File: src/design/ovls_pkg.sv
// ----------------------------------------------------------------------------
// ovls_pkg
// Shared types and codes for the ordered value list store: request and
// response payloads, request and status codes, and the cell control structs.
// ----------------------------------------------------------------------------
package ovls_pkg;

  // request codes
  localparam logic [2:0] REQ_INS_FIRST  = 3'd0;
  localparam logic [2:0] REQ_INS_LAST   = 3'd1;
  localparam logic [2:0] REQ_INS_AFTER  = 3'd2;
  localparam logic [2:0] REQ_INS_BEFORE = 3'd3;
  localparam logic [2:0] REQ_DELETE     = 3'd4;
  localparam logic [2:0] REQ_SEARCH     = 3'd5;

  // status codes
  localparam logic [1:0] ST_DONE = 2'd0;
  localparam logic [1:0] ST_MISS = 2'd1;
  localparam logic [1:0] ST_FULL = 2'd2;

  localparam int VAL_W = 32;
  localparam int POS_W = 5;

  typedef struct packed {
    logic [2:0]              req_type;
    logic signed [VAL_W-1:0] target_value;
    logic signed [VAL_W-1:0] new_value;
  } req_t;

  typedef struct packed {
    logic [1:0]       status;
    logic [POS_W-1:0] position;
    logic [POS_W-1:0] entry_count;
  } resp_t;

  // how a cell decides whether it lies at or beyond the edit point
  typedef enum logic [2:0] {
    MARK_NONE,
    MARK_ALL,
    MARK_FREE,
    MARK_AT,
    MARK_PAST
  } mark_mode_t;

  // broadcast control to every cell
  typedef struct packed {
    mark_mode_t              mode;
    logic                    we;
    logic                    shift_up;
    logic signed [VAL_W-1:0] target_value;
    logic signed [VAL_W-1:0] new_value;
  } cell_ctrl_t;

  // flags handed from one cell to the next
  typedef struct packed {
    logic hit_seen;
    logic mark;
  } cell_link_t;

endpackage

File: src/design/ovls_cell.sv
// ----------------------------------------------------------------------------
// ovls_cell
// One slot of the list: holds one value, compares it against the target,
// passes the match and edit-point flags to its right neighbor, and shifts
// its value in from the left (insert) or from the right (delete).
// ----------------------------------------------------------------------------
module ovls_cell (
  input  logic                             clk,
  input  ovls_pkg::cell_ctrl_t             ctrl,
  input  ovls_pkg::cell_link_t             link_in,
  output ovls_pkg::cell_link_t             link_out,
  input  logic                             occ,
  input  logic signed [ovls_pkg::VAL_W-1:0] left_value,
  input  logic signed [ovls_pkg::VAL_W-1:0] right_value,
  output logic signed [ovls_pkg::VAL_W-1:0] value,
  output logic                             pt
);
  import ovls_pkg::*;

  logic match;
  logic hit_here;
  logic mark;

  // compare and propagate the first-match flag
  assign match    = occ && (value == ctrl.target_value);
  assign hit_here = link_in.hit_seen | match;

  // at or beyond the edit point
  always_comb begin
    unique case (ctrl.mode)
      MARK_ALL:  mark = 1'b1;
      MARK_FREE: mark = ~occ;
      MARK_AT:   mark = hit_here;
      MARK_PAST: mark = link_in.hit_seen;
      default:   mark = 1'b0;
    endcase
  end

  assign pt                = mark & ~link_in.mark;
  assign link_out.hit_seen = hit_here;
  assign link_out.mark     = mark;

  // value shift
  always_ff @(posedge clk) begin
    if (ctrl.we && mark) begin
      if (ctrl.shift_up) begin
        value <= pt ? ctrl.new_value : left_value;
      end else begin
        value <= right_value;
      end
    end
  end

endmodule

File: src/design/ordered_value_list_store_unit.sv
// ----------------------------------------------------------------------------
// ordered_value_list_store_unit
// Fixed-capacity ordered list of signed values held in a row of cells.
// Accepted requests go to the request register; in the execute state the
// compare-and-shift pass loads the response register, holding while an
// untaken response waits. Requests are taken only in idle, once the last
// has executed; a finished response waits in an output register while the
// next is accepted. Reset empties the list; no clearing pass is needed.
// ----------------------------------------------------------------------------
module ordered_value_list_store_unit #(
  parameter int CAPACITY = 16
) (
  input  logic             clk,
  input  logic             rst,
  input  logic             req_valid,
  output logic             req_ready,
  input  ovls_pkg::req_t   req,
  output logic             resp_valid,
  input  logic             resp_ready,
  output ovls_pkg::resp_t  resp
);
  import ovls_pkg::*;

  localparam int CNT_W = $clog2(CAPACITY + 1);

  typedef enum logic [1:0] {
    S_IDLE = 2'b01,
    S_EXEC = 2'b10
  } state_t;

  state_t               state;
  state_t               state_next;
  req_t                 cur;
  logic [CNT_W-1:0]     count;
  logic [CNT_W-1:0]     count_next;
  logic                 fire;
  logic                 is_insert;
  logic                 full;
  logic                 found;
  cell_ctrl_t           ctrl;
  cell_link_t           link [CAPACITY+1];
  logic signed [VAL_W-1:0] vals [CAPACITY];
  logic [CAPACITY-1:0]  pt_vec;
  logic [POS_W-1:0]     pos_term [CAPACITY];
  logic [POS_W-1:0]     pt_pos;
  resp_t                resp_next;

  // handshake and sequencing
  assign req_ready = (state == S_IDLE);
  assign fire      = (state == S_EXEC) && (!resp_valid || resp_ready);

  always_comb begin
    state_next = state;
    unique case (state)
      S_IDLE:  if (req_valid) state_next = S_EXEC;
      S_EXEC:  if (fire) state_next = S_IDLE;
      default: state_next = S_IDLE;
    endcase
  end

  always_ff @(posedge clk) begin
    if (rst) begin
      state <= S_IDLE;
    end else begin
      state <= state_next;
    end
  end

  // request register
  always_ff @(posedge clk) begin
    if (req_valid && req_ready) begin
      cur <= req;
    end
  end

  // request decode
  assign is_insert = (cur.req_type == REQ_INS_FIRST) || (cur.req_type == REQ_INS_LAST) ||
                     (cur.req_type == REQ_INS_AFTER) || (cur.req_type == REQ_INS_BEFORE);
  assign full      = (count == CNT_W'(CAPACITY));
  assign found     = link[CAPACITY].hit_seen;

  always_comb begin
    ctrl.target_value = cur.target_value;
    ctrl.new_value    = cur.new_value;
    ctrl.shift_up     = is_insert;
    // after and before only edit when the target is present
    ctrl.we           = fire &&
                        ((is_insert && !full &&
                          (found || (cur.req_type == REQ_INS_FIRST) ||
                           (cur.req_type == REQ_INS_LAST))) ||
                         ((cur.req_type == REQ_DELETE) && found));
    unique case (cur.req_type)
      REQ_INS_FIRST:  ctrl.mode = MARK_ALL;
      REQ_INS_LAST:   ctrl.mode = MARK_FREE;
      REQ_INS_AFTER:  ctrl.mode = MARK_PAST;
      REQ_INS_BEFORE: ctrl.mode = MARK_AT;
      REQ_DELETE:     ctrl.mode = MARK_AT;
      REQ_SEARCH:     ctrl.mode = MARK_AT;
      default:        ctrl.mode = MARK_NONE;
    endcase
  end

  // row of cells
  assign link[0] = '{hit_seen: 1'b0, mark: 1'b0};

  for (genvar i = 0; i < CAPACITY; i++) begin : g_cell
    logic                    occ;
    logic signed [VAL_W-1:0] left_v;
    logic signed [VAL_W-1:0] right_v;

    assign occ      = (CNT_W'(i) < count);
    assign left_v   = (i == 0) ? '0 : vals[(i == 0) ? 0 : i-1];
    assign right_v  = (i == CAPACITY-1) ? '0 : vals[(i == CAPACITY-1) ? i : i+1];
    assign pos_term[i] = pt_vec[i] ? POS_W'(i + 1) : '0;

    ovls_cell u_cell (
      .clk         (clk),
      .ctrl        (ctrl),
      .link_in     (link[i]),
      .link_out    (link[i+1]),
      .occ         (occ),
      .left_value  (left_v),
      .right_value (right_v),
      .value       (vals[i]),
      .pt          (pt_vec[i])
    );
  end

  // position of the edit point, at most one cell flags it
  always_comb begin
    pt_pos = '0;
    for (int i = 0; i < CAPACITY; i++) begin
      pt_pos = pt_pos | pos_term[i];
    end
  end

  // count update and response
  always_comb begin
    count_next = count;
    if (ctrl.we) begin
      if (is_insert) begin
        count_next = count + CNT_W'(1);
      end else begin
        count_next = count - CNT_W'(1);
      end
    end
    resp_next.status   = ST_DONE;
    resp_next.position = pt_pos;
    priority if (is_insert && full) begin
      resp_next.status   = ST_FULL;
      resp_next.position = '0;
    end else if (ctrl.mode == MARK_AT || ctrl.mode == MARK_PAST) begin
      if (!found) begin
        resp_next.status   = ST_MISS;
        resp_next.position = '0;
      end
    end else begin
      resp_next.status = ST_DONE;
    end
    resp_next.entry_count = POS_W'(count_next);
  end

  always_ff @(posedge clk) begin
    if (rst) begin
      count <= '0;
    end else begin
      count <= count_next;
    end
  end

  // response register
  always_ff @(posedge clk) begin
    if (rst) begin
      resp_valid <= 1'b0;
    end else if (fire) begin
      resp_valid <= 1'b1;
    end else if (resp_ready) begin
      resp_valid <= 1'b0;
    end
  end

  always_ff @(posedge clk) begin
    if (fire) begin
      resp <= resp_next;
    end
  end

endmodule
File: config.mk
export PLATFORM = sky130hd
export DESIGN_NAME = ordered_value_list_store_unit
export DESIGN_NICKNAME = d
export VERILOG_FILES = /design/src/design/ovls_pkg.sv /design/src/design/ovls_cell.sv /design/src/design/ordered_value_list_store_unit.sv
export SDC_FILE = /design/constraint.sdc
export NUM_CORES = 2
export LEC_CHECK = 0
export BUFFER_PORTS_ARGS = -buffer_cell sky130_fd_sc_hd__buf_2
export CAP_MARGIN = 20
export CELL_PAD_IN_SITES_DETAIL_PLACEMENT = 1
export CELL_PAD_IN_SITES_GLOBAL_PLACEMENT = 2
export CORE_MARGIN = 1
export CORE_UTILIZATION = 39
export DETAILED_ROUTE_END_ITERATION = 10
export GPL_TIMING_DRIVEN = 0
export PLACE_DENSITY = 0.75
export SYNTH_ARGS = -nofsm -noshare
export SYNTH_HDL_FRONTEND = slang
export SYNTH_SLANG_ARGS = --single-unit
File: constraint.sdc
create_clock -name clk -period 5.75 [get_ports clk]
set_clock_uncertainty 0.05 [all_clocks]
set_input_delay 0.2875 -clock clk [delete_from_list [all_inputs] [get_ports clk]]
set_output_delay 0.2875 -clock clk [all_outputs]
set_load 0.02 [all_outputs]
Word-level counts from Yosys, hierarchy flattened
Cells that the tools add are included.
{"block": "op_classes", "addsub": 2, "n_lt_le_gt_ge": 16, "n_eq_ne": 30, "muxes": 74, "bitwise": 77, "reduce_logical": 54}
{"cell": "$mux W32", "count": 31}
{"cell": "$eq A32 B32 Y1", "count": 16}
{"cell": "$pmux W1 S4", "count": 15}
{"cell": "$lt A4 B5 Y1 const A", "count": 8}
{"cell": "$logic_and A1 B1 Y1", "count": 39}
{"cell": "$mux W4", "count": 8}
{"cell": "$not A1 Y1", "count": 32}
{"cell": "$or A4 B4 Y4", "count": 7}
{"cell": "$lt A3 B5 Y1 const A", "count": 4}
{"cell": "$mux W5", "count": 4}
{"cell": "$and A1 B1 Y1", "count": 15}
{"cell": "$or A1 B1 Y1", "count": 15}
{"cell": "$eq A3 B2 Y1 const B", "count": 4}
{"cell": "$mux W3", "count": 4}
{"cell": "$pmux W3 S4", "count": 1}
{"cell": "$lt A1 B5 Y1 const A", "count": 2}
{"cell": "$lt A2 B5 Y1 const A", "count": 2}
{"cell": "$mux W2", "count": 5}
{"cell": "$eq A3 B3 Y1 const B", "count": 3}
{"cell": "$or A3 B3 Y3", "count": 3}
{"cell": "$logic_or A1 B1 Y1", "count": 8}
{"cell": "$eq A3 B1 Y1 const B", "count": 2}
{"cell": "$mux W6", "count": 1}
{"cell": "$add A5 B1 Y5 const B", "count": 1}
{"cell": "other kinds (19)", "count": 23}
{"block": "word_totals", "regBits": 599, "inputBits": 71, "wordCells": 279}

Depth between registers and ports, before layout
{"block": "logic_depth", "word_depth": 25, "mapped_depth": 15}

By module
A second synthesis with hierarchy kept.
{"block": "hier_totals", "hier_cells": 2772, "hier_area_um2": 38231.7}
{"mod": "ovls_cell", "n_inst": 16, "cells_per_inst": 161, "area_per_inst_um2": 2185.8, "seq_area_each_um2": 960.9}
{"mod": "ordered_value_list_store_unit", "n_inst": 1, "cells_per_inst": 196, "area_per_inst_um2": 3258.1, "seq_area_each_um2": 2532.4}

Worst setup path before layout
OpenSTA, ideal clock, no wires.
{"block": "synth_timing", "path_kind": "register -> register", "from": "reg cur, in the netlist ctrl[50]", "to": "reg g_cell[9].u_cell.value[0] (netlist name), enable pin", "setup_time_ns": 0.461, "arrival_time_ns": 4.892, "required_ns": 5.239, "slack_ns": 0.347, "path_stages_with_launch": 13, "path_buffers": 3, "period_less_slack_ns": 5.403, "path_cell_list": "edfxtp_1 > buf_2 > xor2_1 > nor4_1 > nand3_1 > or4_1 > and4_1 > buf_2 > nand3_1 > o22ai_1 > a21o_1 > clkbuf_1 > nor3_1"}
{"block": "synth_between", "elab_chain_cells": 23, "word_cells_on_any_way": 55, "classes_between": "16 x eq/ne; 1 x mux; 15 x bitwise; 23 x reduce/logical"}
{"item": "from (decl)", "line_no": "ordered_value_list_store_unit.sv:33", "rtl": "req_t cur;"}
{"item": "from (signal assigned)", "line_no": "ordered_value_list_store_unit.sv:72", "rtl": "cur <= req;"}
{"item": "$eq A32 B32 Y1", "line_no": "ovls_cell.sv:25", "rtl": "assign match = occ && (value == ctrl.target_value);"}
{"item": "$logic_and A1 B1 Y1", "line_no": "ovls_cell.sv:25"}
{"item": "$or A1 B1 Y1 (15 in series)", "line_no": "ovls_cell.sv:26", "rtl": "assign hit_here = link_in.hit_seen | match;"}
{"item": "$logic_or A1 B1 Y1 (2 in series)", "line_no": "ordered_value_list_store_unit.sv:89", "rtl": "(found || (cur.req_type == REQ_INS_FIRST) ||"}
{"item": "$logic_and A1 B1 Y1", "line_no": "ordered_value_list_store_unit.sv:88", "rtl": "((is_insert && !full &&"}
{"item": "$logic_or A1 B1 Y1", "line_no": "ordered_value_list_store_unit.sv:90", "rtl": "(cur.req_type == REQ_INS_LAST))) ||"}
{"item": "$logic_and A1 B1 Y1", "line_no": "ordered_value_list_store_unit.sv:87", "rtl": "ctrl.we = fire &&"}
{"item": "$logic_and A1 B1 Y1 *", "line_no": "ovls_cell.sv:45", "rtl": "if (ctrl.we && mark) begin"}
{"item": "to (signal assigned)", "line_no": "ovls_cell.sv:47", "rtl": "value <= pt ? ctrl.new_value : left_value;"}
{"item": "to (signal assigned)", "line_no": "ovls_cell.sv:49", "rtl": "value <= right_value;"}
{"item": "to (decl)", "line_no": "ovls_cell.sv:15", "rtl": "output logic signed [ovls_pkg::VAL_W-1:0] value,"}
Every way passes the cells marked *; elsewhere a longest branch is shown, timed or not.
A chain may end at the register's enable or synchronous reset.

Worst setup path in the final report
{"block": "layout_timing", "from": "reg cur, in the netlist ctrl[61]", "to": "reg g_cell[15].u_cell.value[11] (netlist name), enable pin"}
{"block": "layout_between", "elab_chain_cells": 23, "word_cells_on_any_way": 55, "classes_between": "16 x eq/ne; 1 x mux; 15 x bitwise; 23 x reduce/logical"}
{"item": "$eq A32 B32 Y1", "line_no": "ovls_cell.sv:25"}
{"item": "$logic_and A1 B1 Y1", "line_no": "ovls_cell.sv:25"}
{"item": "$or A1 B1 Y1 (15 in series)", "line_no": "ovls_cell.sv:26"}
{"item": "$logic_or A1 B1 Y1 (2 in series)", "line_no": "ordered_value_list_store_unit.sv:89"}
{"item": "$logic_and A1 B1 Y1", "line_no": "ordered_value_list_store_unit.sv:88"}
{"item": "$logic_or A1 B1 Y1", "line_no": "ordered_value_list_store_unit.sv:90"}
{"item": "$logic_and A1 B1 Y1", "line_no": "ordered_value_list_store_unit.sv:87"}
{"item": "$logic_and A1 B1 Y1 *", "line_no": "ovls_cell.sv:45"}
{"item": "to (signal assigned)", "line_no": "ovls_cell.sv:47"}
{"item": "to (signal assigned)", "line_no": "ovls_cell.sv:49"}
{"item": "to (decl)", "line_no": "ovls_cell.sv:15"}
Marks and branches as above.

==> results.py <==
metrics = {
    "timing": {
        "slew_headroom_pct": 15.6,
        "tightest_slew_ps": 1270,
        "rsz0062_at_grt": "false",
        "hold_viol": 0,
        "period_needed_ps": 5750,
        "finalSetupViolations": 16,
        "timing.final.ws_setup_ps": -3.42,
        "fmax_mhz": 174,
        "min_period_over_period_pct": 100,
        "slew_violations": 0,
    },
    "synthesis": {
        "synthMostInstantiatedCell": "edfxtp_1",
        "synth.area.mux_share_pct": 13.7,
        "ys_async_sr_fraction_pct": 0,
        "synth_top_family_by_area": "multiplexers",
        "synth-xor-area-share_pct": 12.8,
        "synth_compound_area_share_pct": 8.34,
        "synth_edf_count": 591,
        "synth_top_area_share_pct": 50.2,
        "yosysTopAreaCell": "edfxtp_1",
        "synth-simple-area-share_pct": 10.8,
        "yosysSeqAreaShare_pct": 50.6,
        "synth_fa_ha_area_share_pct": 0.142,
        "synth_area_um2": 35400,
        "synthCells": 3309,
        "yosys-top-cells-area": "edfxtp_1 (50%), mux2i_1 (14%), xnor2_1 (7.4%)",
        "synthTopCellsByCount": "edfxtp_1 (591), nand2_1 (573), mux2i_1 (482)",
        "ys_warn_count": 0,
        "syn_avg_cell_area_um2": 10.7,
        "synth-seq-cells": 599,
        "syn-num-nets": 3384,
        "synth_top_flop_cell": "edfxtp_1",
        "ys_types": 60,
    },
    "floorplanning": {
        "die-area_um2": 91900,
        "die_w_um": 303,
        "floorplan.initialDensity_pct": 39.3,
        "io_pins": 85,
        "core_area_um2": 89900,
        "num_rows": 110,
        "die_y_um": 303,
    },
    "outcome": {
        "outcome": "finished with violations",
        "violations": "setup timing",
    },
    "clocking": {
        "clk_pin_slew_ps": 60,
        "cts_tree": "done",
        "h-tree-depth": 3,
        "cts_setup_buffers": 0,
        "cts.sinks": 599,
        "cts_buffers": 74,
        "cts_max_path_buffers": 3,
        "cts_root_buffer": "clkbuf_16",
        "clock_latency_ps": 690,
    },
    "power_and_ir_drop": {
        "swShare_pct": 29.2,
        "ir_drop_v": 0.000213,
        "cellLeakagePower_nw": 15.3,
        "p_seq_share_pct": 44.2,
        "internal-power_mw": 7.97,
        "p_sw_mw": 3.28,
        "power.density_nw_per_um2": 275,
        "p_comb_share_pct": 14.3,
        "clkPwrFrac_pct": 41.5,
    },
    "critical_path": {
        "critPathKind": "reg -> reg",
        "critPathCaptureType": "flop",
        "crit_chain": "buf_2 -> buf_2 -> xnor2_1 -> nand4_1 -> nor4_2 -> nand3_1 -> and4_4 -> buf_6 -> nand3_1 -> o22ai_1 -> a21oi_2 -> and3_2",
        "cp_slowest_cell": "and3_2",
        "crit_path_start_kind": "flop",
        "path_max_fanout": 32,
        "critPathRequiredTime_ps": 5990,
        "max_stage_delay_ps": 940,
        "arrival_ps": 5990,
    },
    "routing": {
        "drt-vias-per-instance": 6.41,
        "vias": 30800,
        "drtIter0Drc": 4321,
        "ant_nets": 0,
        "finalWirelength_um": 194000,
        "drt_pass1_iterations": 6,
        "drc": 0,
        "routedWlPerCell_um": 40.5,
    },
    "global_routing": {
        "antenna_found_initial": 6,
        "grt_pass1_vias": 30000,
        "gr-usage-all-layers_pct": 41.9,
        "overflow": 0,
        "grt_pass1_wl_um": 258000,
        "grt_max_degree": 53,
    },
    "finish": {
        "multiInputGateArea_um2": 16300,
        "drive_gt1_share_pct": 10.2,
        "area.sequential_um2": 17900,
        "area_delta_synth_final_pct": 15.5,
        "nNetsFinal": 3638,
        "final_util_pct": 45.5,
        "fillCellCount": 9800,
    },
    "placed_design": {
        "port_buffers": 84,
        "gp_congestion": 1.02,
        "hpwl_um": 147000,
        "dpl_worst_slack_ps": -248,
    },
    "worst_hold_path": {
        "hold_class": "in -> reg",
    },
    "flow_run": {
        "drv_cap": 0,
    },
}
## path summary, 6_finish.rpt
kind                                               from                                         to  slack [ps]  cells after the start
worst min-delay path                          req_valid                         ctrl[31]$_DFFE_PP_          80                      2
worst max-delay path                 ctrl[61]$_DFFE_PP_  g_cell[15].u_cell.value[11]$_SDFFCE_PP0P_          -3                     12
worst max register to register       ctrl[61]$_DFFE_PP_  g_cell[15].u_cell.value[11]$_SDFFCE_PP0P_          -3                     12
worst min register to register  resp_valid$_SDFFE_PP0P_                    resp_valid$_SDFFE_PP0P_         500                      2
## cell families after synthesis
group           Yosys count
compound gates          560
xor+xnor                518
fa+ha+maj                 4
buf+inv                 285
flops                   599
mux                     484
simple gates            859
## placed cells by master (no fill, tap or decap), types with 6 or more instances in the layout
cell,n
buf_1,7
nor3_1,16
nand4_1,90
xnor2_1,298
dlygate4sd3_1,69
mux2i_1,482
nor2_4,8
nor2b_1,6
clkbuf_2,15
clkbuf_1,164
clkbuf_16,76
clkinv_2,9
o21ai_0,451
o21ai_1,40
nor4_1,58
inv_1,7
buf_4,12
nor4_2,6
buf_8,14
dfxtp_1,8
xor2_1,220
buf_6,8
edfxtp_1,591
clkbuf_4,13
nor2_1,34
buf_2,167
nand2_1,573
nand3_1,23
clkinv_1,19
a21oi_1,23
## through the flow
| step | std cells | hold slack [ps] | instance area [µm²] | TNS, ps | power [mW] |
|---|---|---|---|---|---|
| finish | 4800 | 80.8 | 40900 | -25.7 | 11.2 |
| global route | 4797 | 92.4 | 40800 | 0 | 11.4 |
| CTS | 4797 | 68.7 | 40800 | 0 | 11.2 |
| detailed placement | 4594 | 416 | 37800 | -50090 | 6.55 |
| global placement | 4569 | 413 | 37200 | -617600 | 6.49 |
| floorplan | 3309 | 307 | 35400 | 0 | 5.81 |
## state kept, by name (all words and copies together) (netlist names)
signal,cells
g_cell.u_cell.value,512
ctrl,64
resp,12
count,5
cur,3
state,2
resp_valid,1
## repair_timing
item,4_1_cts,5_1_grt
setup endpoints to repair,351,325
hold buffers,69,0
pin swaps,0,0
gates resized for setup,8,24
endpoints found under the hold margin,72,0
## layout make-up
class | count | share of cell area [%]
Antenna cell | 3 | 0.0184
Buffer | 276 | 3.15
Clock buffer | 99 | 4.89
Clock inverter | 35 | 0.714
Inverter | 9 | 0.0827
Multi-Input combinational cell | 2425 | 40.0
Sequential cell | 599 | 43.8
Tap cell | 1176 | 3.60
Timing Repair Buffer | 178 | 3.75
## layer usage
layer  vias up  global-route usage [%]  wire length (µm)
met5         -                   0.518                79
met4         4                    24.1             13100
met3       448                    14.1             23500
met2      1996                    59.1             79700
met1     15900                    55.7             78000
li1      12400                       -                 -
## power by group through the flow
stage          combinational (mW)  clock, mW  sequential [mW]
2_1_floorplan               0.841          0             4.97
3_3_place_gp                 1.44          0             5.05
3_5_place_dp                 1.50          0             5.05
4_1_cts                      1.55       4.66             4.96
5_1_grt                      1.64       4.81             4.96
6_report                     1.61       4.67             4.97
## worst max-delay path: cells and delay by family (launching register included)
family                    cells  cell delay, ps
and+or+nand+nor               6            2590
buffers and inverters         3            1090
AOI/OAI and AO/OA             2             950
xor gates and xnor gates      1             320
DFF                           1             310
No activity file was read; power rests on OpenSTA's default activity.
